[config.mk]
export PLATFORM = sky130hd
export DESIGN_NAME = cas_lock_slot_engine_core
export DESIGN_NICKNAME = d
export VERILOG_FILES = /design/src/rtl/clse_pkg.sv /design/src/rtl/clse_front.sv /design/src/rtl/clse_back.sv /design/src/rtl/cas_lock_slot_engine_core.sv
export SDC_FILE = /design/constraint.sdc
export NUM_CORES = 2
export LEC_CHECK = 0
export BUFFER_PORTS_ARGS = -buffer_cell sky130_fd_sc_hd__buf_4
export CORE_MARGIN = 5
export CORE_UTILIZATION = 51
export DETAILED_ROUTE_END_ITERATION = 10
export PLACE_DENSITY = 0.71
export RECOVER_POWER = 100
export SLEW_MARGIN = 20
export SYNTH_ARGS = -nofsm -noshare
export SYNTH_HDL_FRONTEND = slang
export SYNTH_SLANG_ARGS = --single-unit
[constraint.sdc]
create_clock -name i_clk -period 5.6 [get_ports i_clk]
set_input_delay 0.28 -clock i_clk [delete_from_list [all_inputs] [get_ports i_clk]]
set_output_delay 0.28 -clock i_clk [all_outputs]
set_load 0.02 [all_outputs]
[src/rtl/clse_pkg.sv]
// ----------------------------------------------------------------------------
// clse_pkg
// Shared types and codes of the lock slot engine.
// ----------------------------------------------------------------------------
package clse_pkg;

    localparam logic [1:0] PH_IDLE = 2'd0;
    localparam logic [1:0] PH_ACQ  = 2'd1;
    localparam logic [1:0] PH_REL  = 2'd2;

    localparam logic [1:0] KIND_ACQ_CAS = 2'd0;
    localparam logic [1:0] KIND_REL_CAS = 2'd1;
    localparam logic [1:0] KIND_REL_WR  = 2'd2;

    localparam logic [1:0] ERR_NONE  = 2'd0;
    localparam logic [1:0] ERR_CPL   = 2'd1;
    localparam logic [1:0] ERR_SLOT  = 2'd2;
    localparam logic [1:0] ERR_RELCAS = 2'd3;

    localparam logic [1:0] REG_REL_CAS = 2'd0;
    localparam logic [1:0] REG_SHARD   = 2'd1;
    localparam logic [1:0] REG_NODES   = 2'd2;
    localparam logic [1:0] REG_TOTAL   = 2'd3;

    // classified word handed from front to back
    typedef struct packed {
        logic        is_cpl;
        logic        cpl_err;
        logic        slot_oor;
        logic [19:0] lock_id;
        logic [15:0] slot;
        logic [31:0] gen;
        logic [7:0]  phase;
        logic        old_zero;
        logic        old_one;
    } t_cmd;

    typedef struct packed {
        logic        post_valid;
        logic [1:0]  post_kind;
        logic [63:0] post_id;
        logic [7:0]  post_node;
        logic [19:0] post_lock;
        logic        compare_value;
        logic        swap_value;
        logic        retire_valid;
        logic [19:0] retired_lock;
        logic        all_done;
        logic [1:0]  error_code;
    } t_res;

endpackage

[src/rtl/clse_front.sv]
// ----------------------------------------------------------------------------
// clse_front
// Takes input words, classifies them and holds them in a short queue.
// ----------------------------------------------------------------------------
module clse_front #(
    parameter int SLOTS = 16
) (
    input  logic            i_clk,
    input  logic            i_rst_n,
    input  logic            i_push,
    output logic            o_full,
    input  logic            i_op,
    input  logic [19:0]     i_lock_id,
    input  logic [63:0]     i_completion_id,
    input  logic [63:0]     i_old_value,
    input  logic            i_status_ok,
    output logic            o_cmd_valid,
    output clse_pkg::t_cmd  o_cmd,
    input  logic            i_cmd_take
);

    localparam int DEPTH = 2;

    clse_pkg::t_cmd r_q [DEPTH];
    logic           r_wp, r_rp;
    logic [1:0]     r_cnt;
    clse_pkg::t_cmd w_cmd;
    logic           w_in, w_out;

    always_comb begin
        w_cmd.is_cpl   = i_op;
        w_cmd.cpl_err  = !i_status_ok;
        w_cmd.slot_oor = ({16'd0, i_completion_id[31:16]} >= 32'(SLOTS));
        w_cmd.lock_id  = i_lock_id;
        w_cmd.slot     = i_completion_id[31:16];
        w_cmd.gen      = i_completion_id[63:32];
        w_cmd.phase    = i_completion_id[15:8];
        w_cmd.old_zero = (i_old_value == 64'd0);
        w_cmd.old_one  = (i_old_value == 64'd1);
    end

    assign o_full      = (r_cnt == 2'(DEPTH));
    assign o_cmd_valid = (r_cnt != 2'd0);
    assign o_cmd       = r_q[r_rp];
    assign w_in        = i_push && !o_full;
    assign w_out       = i_cmd_take && o_cmd_valid;

    always_ff @(posedge i_clk) begin
        if (w_in) begin
            r_q[r_wp] <= w_cmd;
        end
    end

    always_ff @(posedge i_clk) begin
        if (!i_rst_n) begin
            r_wp  <= 1'b0;
            r_rp  <= 1'b0;
            r_cnt <= 2'd0;
        end else begin
            if (w_in) r_wp <= !r_wp;
            if (w_out) r_rp <= !r_rp;
            r_cnt <= r_cnt + 2'(w_in) - 2'(w_out);
        end
    end

`ifndef NO_ASSERTIONS
    a_no_over: assert property (@(posedge i_clk) disable iff (!i_rst_n)
        r_cnt <= 2'(DEPTH))
        else $error("front queue overflow");
    a_full_hold: assert property (@(posedge i_clk) disable iff (!i_rst_n)
        (o_full && !w_out) |=> o_full)
        else $error("front queue lost an entry");
    a_take_valid: assert property (@(posedge i_clk) disable iff (!i_rst_n)
        (r_cnt == 2'd0 && !w_in) |=> !o_cmd_valid)
        else $error("front queue invented an entry");
`endif

endmodule

[src/rtl/clse_back.sv]
// ----------------------------------------------------------------------------
// clse_back
// Slot table sequencer: reads a slot, computes owner node, writes it back and
// emits at most one result word into a two-entry output queue.
// ----------------------------------------------------------------------------
module clse_back #(
    parameter int SLOTS = 16
) (
    input  logic            i_clk,
    input  logic            i_rst_n,
    input  logic            i_cmd_valid,
    input  clse_pkg::t_cmd  i_cmd,
    output logic            o_cmd_take,
    input  logic            i_release_by_cas,
    input  logic            i_shard_by_lock,
    input  logic [8:0]      i_node_count,
    input  logic [31:0]     i_total_ops,
    output logic            o_empty,
    input  logic            i_pop,
    output clse_pkg::t_res  o_res
);

    localparam int SW = (SLOTS > 1) ? $clog2(SLOTS) : 1;
    localparam int CW = $clog2(SLOTS + 1);

    localparam logic [2:0] ST_IDLE = 3'd0;
    localparam logic [2:0] ST_EXEC = 3'd1;
    localparam logic [2:0] ST_MOD  = 3'd2;
    localparam logic [2:0] ST_EMIT = 3'd3;

    logic [SLOTS-1:0] r_busy;
    logic [1:0]       r_phase [SLOTS];
    logic [31:0]      r_gen   [SLOTS];
    logic [19:0]      r_lock  [SLOTS];
    logic [7:0]       r_node  [SLOTS];
    logic [31:0]      r_issued, r_retired;
    logic [CW-1:0]    r_busy_cnt;

    logic [2:0]       r_st;
    clse_pkg::t_cmd   r_cmd;
    logic [SW-1:0]    r_s;
    logic             r_sub;      // submit pending
    logic [19:0]      r_slock;
    logic [19:0]      r_mod;      // remainder being reduced
    logic [4:0]       r_mstep;
    clse_pkg::t_res   r_res;
    logic             r_have;     // result to queue
    clse_pkg::t_res   n_res;
    logic             n_have;

    // output queue
    clse_pkg::t_res   r_oq [2];
    logic             r_owp, r_orp;
    logic [1:0]       r_ocnt;

    // free slot search
    logic             w_free_ok;
    logic [SW-1:0]    w_free;
    always_comb begin
        w_free_ok = 1'b0;
        w_free    = '0;
        for (int k = SLOTS - 1; k >= 0; k--) begin
            if (!r_busy[k]) begin
                w_free_ok = 1'b1;
                w_free    = SW'(k);
            end
        end
    end

    logic [8:0] w_n;
    assign w_n = (i_node_count == 9'd0) ? 9'd1 :
                 (i_node_count > 9'd256) ? 9'd256 : i_node_count;

    assign o_cmd_take = (r_st == ST_IDLE) && i_cmd_valid && (r_ocnt == 2'd0);
    assign o_empty    = (r_ocnt == 2'd0);
    assign o_res      = r_oq[r_orp];

    logic w_done_now;
    assign w_done_now = (r_retired >= i_total_ops);

    logic [SW-1:0] w_cs;
    assign w_cs = r_cmd.slot[SW-1:0];

    // classification of the word in ST_EXEC
    logic w_start_ok, w_hit, w_acq, w_relfail, w_retire, w_resub;
    assign w_start_ok = !r_cmd.is_cpl && (32'(r_busy_cnt) < 32'(SLOTS))
                        && (r_issued < i_total_ops) && w_free_ok;
    assign w_hit      = r_cmd.is_cpl && !r_cmd.cpl_err && !r_cmd.slot_oor
                        && r_busy[w_cs] && (r_gen[w_cs] == r_cmd.gen)
                        && (r_cmd.phase == {6'd0, r_phase[w_cs]});
    assign w_acq      = w_hit && (r_phase[w_cs] == clse_pkg::PH_ACQ);
    assign w_relfail  = w_hit && !w_acq && i_release_by_cas && !r_cmd.old_one;
    assign w_retire   = w_hit && !w_acq && !w_relfail;
    assign w_resub    = (r_issued < i_total_ops);

    logic [7:0] w_node;
    assign w_node = i_shard_by_lock ? r_mod[7:0] : 8'd0;

    // shifted divisor for restoring remainder, one bit per cycle
    logic [31:0] w_dsh;
    assign w_dsh = {23'd0, w_n} << (5'd19 - r_mstep);

    always_comb begin
        n_res  = r_res;
        n_have = 1'b0;
        case (r_st)
            ST_EXEC: begin
                n_res          = '0;
                n_res.all_done = w_done_now;
                if (r_cmd.is_cpl && r_cmd.cpl_err) begin
                    n_res.error_code = clse_pkg::ERR_CPL;
                    n_have           = 1'b1;
                end else if (r_cmd.is_cpl && r_cmd.slot_oor) begin
                    n_res.error_code = clse_pkg::ERR_SLOT;
                    n_have           = 1'b1;
                end else if (w_acq) begin
                    n_res.post_valid = 1'b1;
                    n_res.post_node  = r_node[w_cs];
                    n_res.post_lock  = r_lock[w_cs];
                    if (r_cmd.old_zero) begin
                        n_res.post_id = {r_gen[w_cs], 16'(w_cs),
                            6'd0, clse_pkg::PH_REL, r_node[w_cs]};
                        if (i_release_by_cas) begin
                            n_res.post_kind     = clse_pkg::KIND_REL_CAS;
                            n_res.compare_value = 1'b1;
                        end else begin
                            n_res.post_kind = clse_pkg::KIND_REL_WR;
                        end
                    end else begin
                        n_res.post_kind  = clse_pkg::KIND_ACQ_CAS;
                        n_res.swap_value = 1'b1;
                        n_res.post_id    = {r_gen[w_cs], 16'(w_cs),
                            6'd0, clse_pkg::PH_ACQ, r_node[w_cs]};
                    end
                    n_have = 1'b1;
                end else if (w_relfail) begin
                    n_res.error_code = clse_pkg::ERR_RELCAS;
                    n_have           = 1'b1;
                end else if (w_retire) begin
                    n_res.retire_valid = 1'b1;
                    n_res.retired_lock = r_lock[w_cs];
                end
            end
            ST_EMIT: begin
                n_res.all_done = w_done_now;
                n_have         = 1'b1;
                if (r_sub) begin
                    n_res.post_valid    = 1'b1;
                    n_res.post_kind     = clse_pkg::KIND_ACQ_CAS;
                    n_res.post_id       = {r_gen[r_s] + 32'd1, 16'(r_s), 6'd0,
                        clse_pkg::PH_ACQ, w_node};
                    n_res.post_node     = w_node;
                    n_res.post_lock     = r_slock;
                    n_res.compare_value = 1'b0;
                    n_res.swap_value    = 1'b1;
                end
            end
            default: ;
        endcase
    end

    always_ff @(posedge i_clk) begin
        if (!i_rst_n) begin
            r_st       <= ST_IDLE;
            r_busy     <= '0;
            r_issued   <= 32'd0;
            r_retired  <= 32'd0;
            r_busy_cnt <= '0;
            r_have     <= 1'b0;
            r_sub      <= 1'b0;
            for (int k = 0; k < SLOTS; k++) begin
                r_phase[k] <= clse_pkg::PH_IDLE;
                r_gen[k]   <= 32'd0;
            end
        end else begin
            r_have <= n_have;
            case (r_st)
                ST_IDLE: begin
                    if (o_cmd_take) begin
                        r_cmd <= i_cmd;
                        r_st  <= ST_EXEC;
                    end
                end
                ST_EXEC: begin
                    if (w_start_ok) begin
                        r_busy_cnt <= r_busy_cnt + CW'(1);
                        r_s     <= w_free;
                        r_slock <= r_cmd.lock_id;
                        r_sub   <= 1'b1;
                        r_mod   <= r_cmd.lock_id;
                        r_mstep <= 5'd0;
                        r_st    <= ST_MOD;
                    end else if (w_acq) begin
                        if (r_cmd.old_zero) r_phase[w_cs] <= clse_pkg::PH_REL;
                        r_st <= ST_IDLE;
                    end else if (w_retire) begin
                        // retire, maybe resubmit
                        r_s           <= w_cs;
                        r_busy[w_cs]  <= 1'b0;
                        r_phase[w_cs] <= clse_pkg::PH_IDLE;
                        if (r_retired != 32'hFFFF_FFFF) r_retired <= r_retired + 32'd1;
                        if (w_resub) begin
                            r_slock <= r_cmd.lock_id;
                            r_mod   <= r_cmd.lock_id;
                            r_mstep <= 5'd0;
                            r_sub   <= 1'b1;
                            r_st    <= ST_MOD;
                        end else begin
                            if (r_busy_cnt != '0) r_busy_cnt <= r_busy_cnt - CW'(1);
                            r_sub <= 1'b0;
                            r_st  <= ST_EMIT;
                        end
                    end else begin
                        r_st <= ST_IDLE;
                    end
                end
                ST_MOD: begin
                    // lock id mod node count, one quotient bit per cycle
                    if ({12'd0, r_mod} >= w_dsh) r_mod <= r_mod - w_dsh[19:0];
                    r_mstep <= r_mstep + 5'd1;
                    if (r_mstep == 5'd19) r_st <= ST_EMIT;
                end
                ST_EMIT: begin
                    r_st <= ST_IDLE;
                    if (r_sub) begin
                        r_busy[r_s]  <= 1'b1;
                        r_gen[r_s]   <= r_gen[r_s] + 32'd1;
                        r_lock[r_s]  <= r_slock;
                        r_node[r_s]  <= w_node;
                        r_phase[r_s] <= clse_pkg::PH_ACQ;
                        r_issued     <= r_issued + 32'd1;
                    end
                end
                default: r_st <= ST_IDLE;
            endcase
        end
    end

    logic w_opop;
    assign w_opop = i_pop && !o_empty;

    always_ff @(posedge i_clk) begin
        r_res <= n_res;
        if (r_have) r_oq[r_owp] <= r_res;
    end

    always_ff @(posedge i_clk) begin
        if (!i_rst_n) begin
            r_owp  <= 1'b0;
            r_orp  <= 1'b0;
            r_ocnt <= 2'd0;
        end else begin
            if (r_have) r_owp <= !r_owp;
            if (w_opop) r_orp <= !r_orp;
            r_ocnt <= r_ocnt + 2'(r_have) - 2'(w_opop);
        end
    end

`ifndef NO_ASSERTIONS
    a_oq_room: assert property (@(posedge i_clk) disable iff (!i_rst_n)
        r_ocnt <= 2'd2)
        else $error("result queue overflow");
    a_busy_cnt: assert property (@(posedge i_clk) disable iff (!i_rst_n)
        32'(r_busy_cnt) <= 32'(SLOTS))
        else $error("busy count beyond slots");
    a_take_idle: assert property (@(posedge i_clk) disable iff (!i_rst_n)
        o_cmd_take |=> (r_st == ST_EXEC))
        else $error("command taken but not executed");
    a_retired_mono: assert property (@(posedge i_clk) disable iff (!i_rst_n)
        1'b1 |=> (r_retired >= $past(r_retired)))
        else $error("retired count went back");
`endif

endmodule

[src/rtl/cas_lock_slot_engine_core.sv]
// ----------------------------------------------------------------------------
// cas_lock_slot_engine_core
// Lock slot window driving remote compare-and-swap lock requests.
// ----------------------------------------------------------------------------
//  channel   handshake          words
//  input     i_push / o_full    op, lock id, completion id, old value, status
//  result    o_empty / i_pop    post request, retire report, done, error
//  config    APB write/read     release_by_cas, shard_by_lock, node_count, total_ops
//
// One word at a time in the slot sequencer: ST_EXEC alone for a word that does
// not submit, plus ST_EMIT for a retire with no resubmit, plus ST_MOD (20-step
// lock id remainder) for a submit; the result word is registered, then queued.
// Sync active-low reset clears slot state; no clearing pass.
// A new word is taken only while the result queue is empty; a stalled pop backs
// up into the two-entry front queue and then raises o_full.
// ----------------------------------------------------------------------------
module cas_lock_slot_engine_core #(
    parameter int SLOTS = 16
) (
    input  logic        i_clk,
    input  logic        i_rst_n,
    input  logic        i_push,
    output logic        o_full,
    input  logic        i_op,
    input  logic [19:0] i_lock_id,
    input  logic [63:0] i_completion_id,
    input  logic [63:0] i_old_value,
    input  logic        i_status_ok,
    output logic        o_empty,
    input  logic        i_pop,
    output logic        o_post_valid,
    output logic [1:0]  o_post_kind,
    output logic [63:0] o_post_id,
    output logic [7:0]  o_post_node,
    output logic [19:0] o_post_lock,
    output logic        o_compare_value,
    output logic        o_swap_value,
    output logic        o_retire_valid,
    output logic [19:0] o_retired_lock,
    output logic        o_all_done,
    output logic [1:0]  o_error_code,
    input  logic        psel,
    input  logic        penable,
    input  logic        pwrite,
    input  logic [3:0]  paddr,
    input  logic [31:0] pwdata,
    output logic [31:0] prdata,
    output logic        pready
);

    logic        r_release_by_cas, r_shard_by_lock;
    logic [8:0]  r_node_count;
    logic [31:0] r_total_ops;
    logic        w_wr;

    assign pready = 1'b1;
    assign w_wr   = psel && penable && pwrite && pready;

    always_ff @(posedge i_clk) begin
        if (!i_rst_n) begin
            r_release_by_cas <= 1'b1;
            r_shard_by_lock  <= 1'b0;
            r_node_count     <= 9'd1;
            r_total_ops      <= 32'd0;
        end else if (w_wr && paddr[1:0] == 2'd0) begin
            case (paddr[3:2])
                clse_pkg::REG_REL_CAS: r_release_by_cas <= pwdata[0];
                clse_pkg::REG_SHARD:   r_shard_by_lock  <= pwdata[0];
                clse_pkg::REG_NODES:   r_node_count     <= pwdata[8:0];
                clse_pkg::REG_TOTAL:   r_total_ops      <= pwdata;
                default: ;
            endcase
        end
    end

    always_comb begin
        case (paddr[3:2])
            clse_pkg::REG_REL_CAS: prdata = {31'd0, r_release_by_cas};
            clse_pkg::REG_SHARD:   prdata = {31'd0, r_shard_by_lock};
            clse_pkg::REG_NODES:   prdata = {23'd0, r_node_count};
            clse_pkg::REG_TOTAL:   prdata = r_total_ops;
            default:               prdata = 32'd0;
        endcase
    end

    logic           w_cmd_valid, w_cmd_take;
    clse_pkg::t_cmd w_cmd;
    clse_pkg::t_res w_res;

    clse_front #(.SLOTS(SLOTS)) u_front (
        .i_clk(i_clk), .i_rst_n(i_rst_n),
        .i_push(i_push), .o_full(o_full),
        .i_op(i_op), .i_lock_id(i_lock_id), .i_completion_id(i_completion_id),
        .i_old_value(i_old_value), .i_status_ok(i_status_ok),
        .o_cmd_valid(w_cmd_valid), .o_cmd(w_cmd), .i_cmd_take(w_cmd_take)
    );

    clse_back #(.SLOTS(SLOTS)) u_back (
        .i_clk(i_clk), .i_rst_n(i_rst_n),
        .i_cmd_valid(w_cmd_valid), .i_cmd(w_cmd), .o_cmd_take(w_cmd_take),
        .i_release_by_cas(r_release_by_cas), .i_shard_by_lock(r_shard_by_lock),
        .i_node_count(r_node_count), .i_total_ops(r_total_ops),
        .o_empty(o_empty), .i_pop(i_pop), .o_res(w_res)
    );

    assign o_post_valid    = w_res.post_valid;
    assign o_post_kind     = w_res.post_kind;
    assign o_post_id       = w_res.post_id;
    assign o_post_node     = w_res.post_node;
    assign o_post_lock     = w_res.post_lock;
    assign o_compare_value = w_res.compare_value;
    assign o_swap_value    = w_res.swap_value;
    assign o_retire_valid  = w_res.retire_valid;
    assign o_retired_lock  = w_res.retired_lock;
    assign o_all_done      = w_res.all_done;
    assign o_error_code    = w_res.error_code;

endmodule

==> out/results.txt <==
status -> finished, violations left
failing checks -> max-capacitance violations, max-slew violations
max-cap violation count -> 19
antenna-violating nets left -> 0
dpl hpwl -> 137000 um
Worst Setup End Kind -> flop
TritonCTS clock tree -> built
# IOs -> 349
Longest Clk Path Bufs -> 3
Hold Vio Cnt, Final -> 0
fin crit share -> 96.9%
total CTS buffers -> 172
initial antenna violation count -> 14
via count -> 49123
Yosys top cell area share -> 60.0%
Final Slew Violations -> 917
slack of the worst reg-to-reg path -> 0.17 ns
Clock power frac -> 35.8%
Relative slew margins -> -187%
final RePlAce weighted congestion -> 0.955
Synth Area in Compound Gates -> 4.54%
worst reg2reg path startpoint -> u_back.r_cmd[43]
die width -> 398 um
CTS Sinks -> 1675
first-pass iteration count of the detailed router -> 6
largest net degree at the start of global routing -> 95
Clk Latency, worst-skew pair -> 0.83 ns
Layout area overhead -> 14.6%
setup TNS -> 0 ns
Pleak -> 30.2 nW
post-synthesis mux area share -> 16.6%
Yosys warning count -> 0
Critical Path End -> u_back.r_res[109]
Seq/Total Area, Yosys -> 63.8%
Internal Power -> 23.2 mW
die footprint -> 0.158 mm^2
switching power -> 8.66 mW
Critical Path RT -> 6.20 ns
worst hold slack -> 0.0989 ns
global-route wire length before repair -> 320000 um
CP Class -> flop to flop
Clock Skew -> 0.0397 ns
overall routing resource usage -> 27.5%
Crit. Startpoint -> u_back.r_cmd[43]
EDFF count, synth -> 1530
grt total ovfl -> 0
drc violations -> 0
R2R Path End -> u_back.r_res[109]
placed cell count -> 7412
Synth area leaders -> edfxtp_1 (60%), mux4_2 (11%), dfxtp_1 (3.8%)
post-synthesis async set-or-reset flop share -> 0%
Die H -> 398 um
sw frac -> 27.2%
Post-Synth Simple-Gate Area -> 8.98%
worst r2r path cells -> 13
detail-routed via count per cell -> 6.26
layout cells sized above 1 -> 20.7%
XOR/XNOR share of the synthesized area -> 1.44%
number of cell rows -> 142
layout net count -> 5972
Hold Crit Class -> input pin to flop
Final setup viols -> 0
synthesized flop and latch total -> 1675
Initial Utilization -> 51.2%
Max Clk Rate -> 0.184 GHz
Pwr Density -> 363 mW/mm^2
post-CTS sizing -> 0
DR WL/cell -> 28.0 um
unrepaired setup endpoints after global routing -> false
Tmin final -> 5.43 ns
Worst-Margin Slew -> 4.31 ns
H-tree depth -> 4
Root Driver -> clkbuf_16
clock input transition at the sequential cells of the worst setup and hold paths -> 0.06 ns
number of port buffers -> 321
Core Region -> 0.150 mm^2
Arrival @ worst endpoint -> 6.03 ns
Max VDD drop -> 296 uV
largest family of logic cells by synthesized area -> multiplexers
Synth Cell Area -> 0.0766 mm^2
vias in the first global route -> 48725
Flop pwr share -> 47.3%
Comb pwr share -> 16.9%
distinct cell type count after synthesis -> 93
synthesized-area fraction occupied by adder cells -> 1.70%
top_reg_cell synth -> edfxtp_1
fin cells -> 7841
Yosys top cell by area -> edfxtp_1
Startpoint Class -> flop
Post-Syn Area per Cell -> 14.8 um^2
Mapped Cells -> 5170
Post-Route WL -> 219000 um
initial drt markers -> 6440
worst-path maximum fanout -> 41
## cell usage after synthesis, types with 13 or more instances
library cell,count
a211oi_1,18
a21o_1,20
a21oi_1,112
a22o_1,36
a22oi_1,36
a31oi_1,21
and2_1,52
and3_1,37
buf_1,33
buf_2,47
buf_4,46
buf_6,14
clkbuf_1,217
dfxtp_1,145
edfxtp_1,1530
ha_1,101
inv_1,119
mux2_2,208
mux2i_1,164
mux4_2,374
nand2_1,325
nand2b_1,39
nand3_1,67
nand4_1,44
nor2_1,711
nor2b_1,43
nor3_1,48
nor4_1,54
nor4_2,14
o211ai_1,16
o21ai_0,78
o22ai_1,48
o31ai_1,14
or3_1,16
or4_1,13
xnor2_1,66
xor2_1,60
## routing by layer
metal | global-route usage [%] | wire, um
met5 | 0 | 66
met3 | 7.39 | 27200
met2 | 42.1 | 99400
met1 | 38.0 | 83700
met4 | 10.2 | 8860
## critical path, cell delays in order, from the launching register on
cell and delay (ns):
edfxtp_1 0.42, buf_12 0.33, buf_4 0.29, mux4_2 0.32, mux2i_1 0.62, o21ai_1 0.16
a2111oi_2 0.41, a31oi_1 0.11, a211o_1 0.25, or4_1 0.75, or3_1 0.38, clkbuf_4 0.47
o22ai_1 0.36, clkbuf_1 0.27
## cell usage in the layout, fill, tap and decap left out, types with 101 or more instances in the layout
master	instances
clkbuf_16	174
a21oi_1	113
mux2_2	156
mux2i_1	164
buf_4	266
nor2_1	709
dfxtp_1	140
inv_1	117
dlygate4sd3_1	106
nand2_1	311
edfxtp_1	1530
clkbuf_1	228
ha_1	101
mux4_2	374
## metrics by stage
stage	setup slack [ns]	power [mW]	utilization [%]	instance area, um^2
after floorplan	0.366	18.6	-	76700
after global placement	0.568	20.5	54.9	82200
after detailed placement	0.485	20.7	54.9	82200
after CTS	0.468	32.0	59.4	88800
after global routing	0.0534	32.9	58.7	87800
final	0.174	31.8	58.7	87800
## power by group through the flow
| stage | Combinational, mW | Sequential (mW) | Clock, mW |
|---|---|---|---|
| 2_1_floorplan | 3.60 | 15.0 | 0 |
| 3_3_place_gp | 5.32 | 15.2 | 0 |
| 3_5_place_dp | 5.38 | 15.3 | 0 |
| 4_1_cts | 5.47 | 15.0 | 11.5 |
| 5_1_grt | 5.71 | 15.1 | 12.1 |
| 6_report | 5.39 | 15.0 | 11.4 |
## final cells by class
type	instances	area (um^2)
repair buffers	677	4760
fillers	11542	61800
multi-input cells	3026	25600
clock buffers	214	4500
clock inverters	103	1080
flip-flops and latches	1675	48900
well taps	2016	2520
inverters	124	469
diodes	6	15.0
## how the worst min path moves through the flow
stage,slack [ns],cells after the start,startpoint,end
CTS,0.01,5,i_old_value[7],u_front.r_q[1][1]
floorplan,0.38,0,i_completion_id[32],u_front.r_q[0][10]
detailed placement,0.43,0,u_back.r_res[40],u_back.r_oq[0][40]
global placement,0.42,0,u_back.r_res[15],u_back.r_oq[0][15]
global route,0.09,5,i_old_value[14],u_front.r_q[1][1]
finish,0.1,5,i_old_value[7],u_front.r_q[1][1]
## cell families (layout without fill, tap and decap cells)
family | count (synthesis) | count (layout)
flip-flops | 1675 | 1675
AND/OR/NAND/NOR | 1505 | 1505
multiplexers | 761 | 761
AO/OA/AOI/OAI | 512 | 512
buffers and inverters | 486 | 1118
XOR/XNOR | 126 | 126
adder cells (fa/ha/maj) | 103 | 103
other | 2 | 25
## state kept, by name, summed over array words and instances, names as in the netlist, 69 cells and up, named ones only
| name | count |
|---|---|
| u_back.r_cmd | 69 |
| u_back.r_gen | 512 |
| u_back.r_lock | 320 |
| u_back.r_node | 128 |
| u_back.r_oq | 188 |
| u_back.r_res | 94 |
| u_front.r_q | 138 |
## timing repair
| item | in CTS | in global routing |
|---|---|---|
| endpoints found under the hold margin | 207 | 0 |
| setup buffers | 0 | 0 |
| setup endpoints to repair | 0 | 0 |
| hold buffers | 106 | 0 |
(Power assumes the default switching activity.)
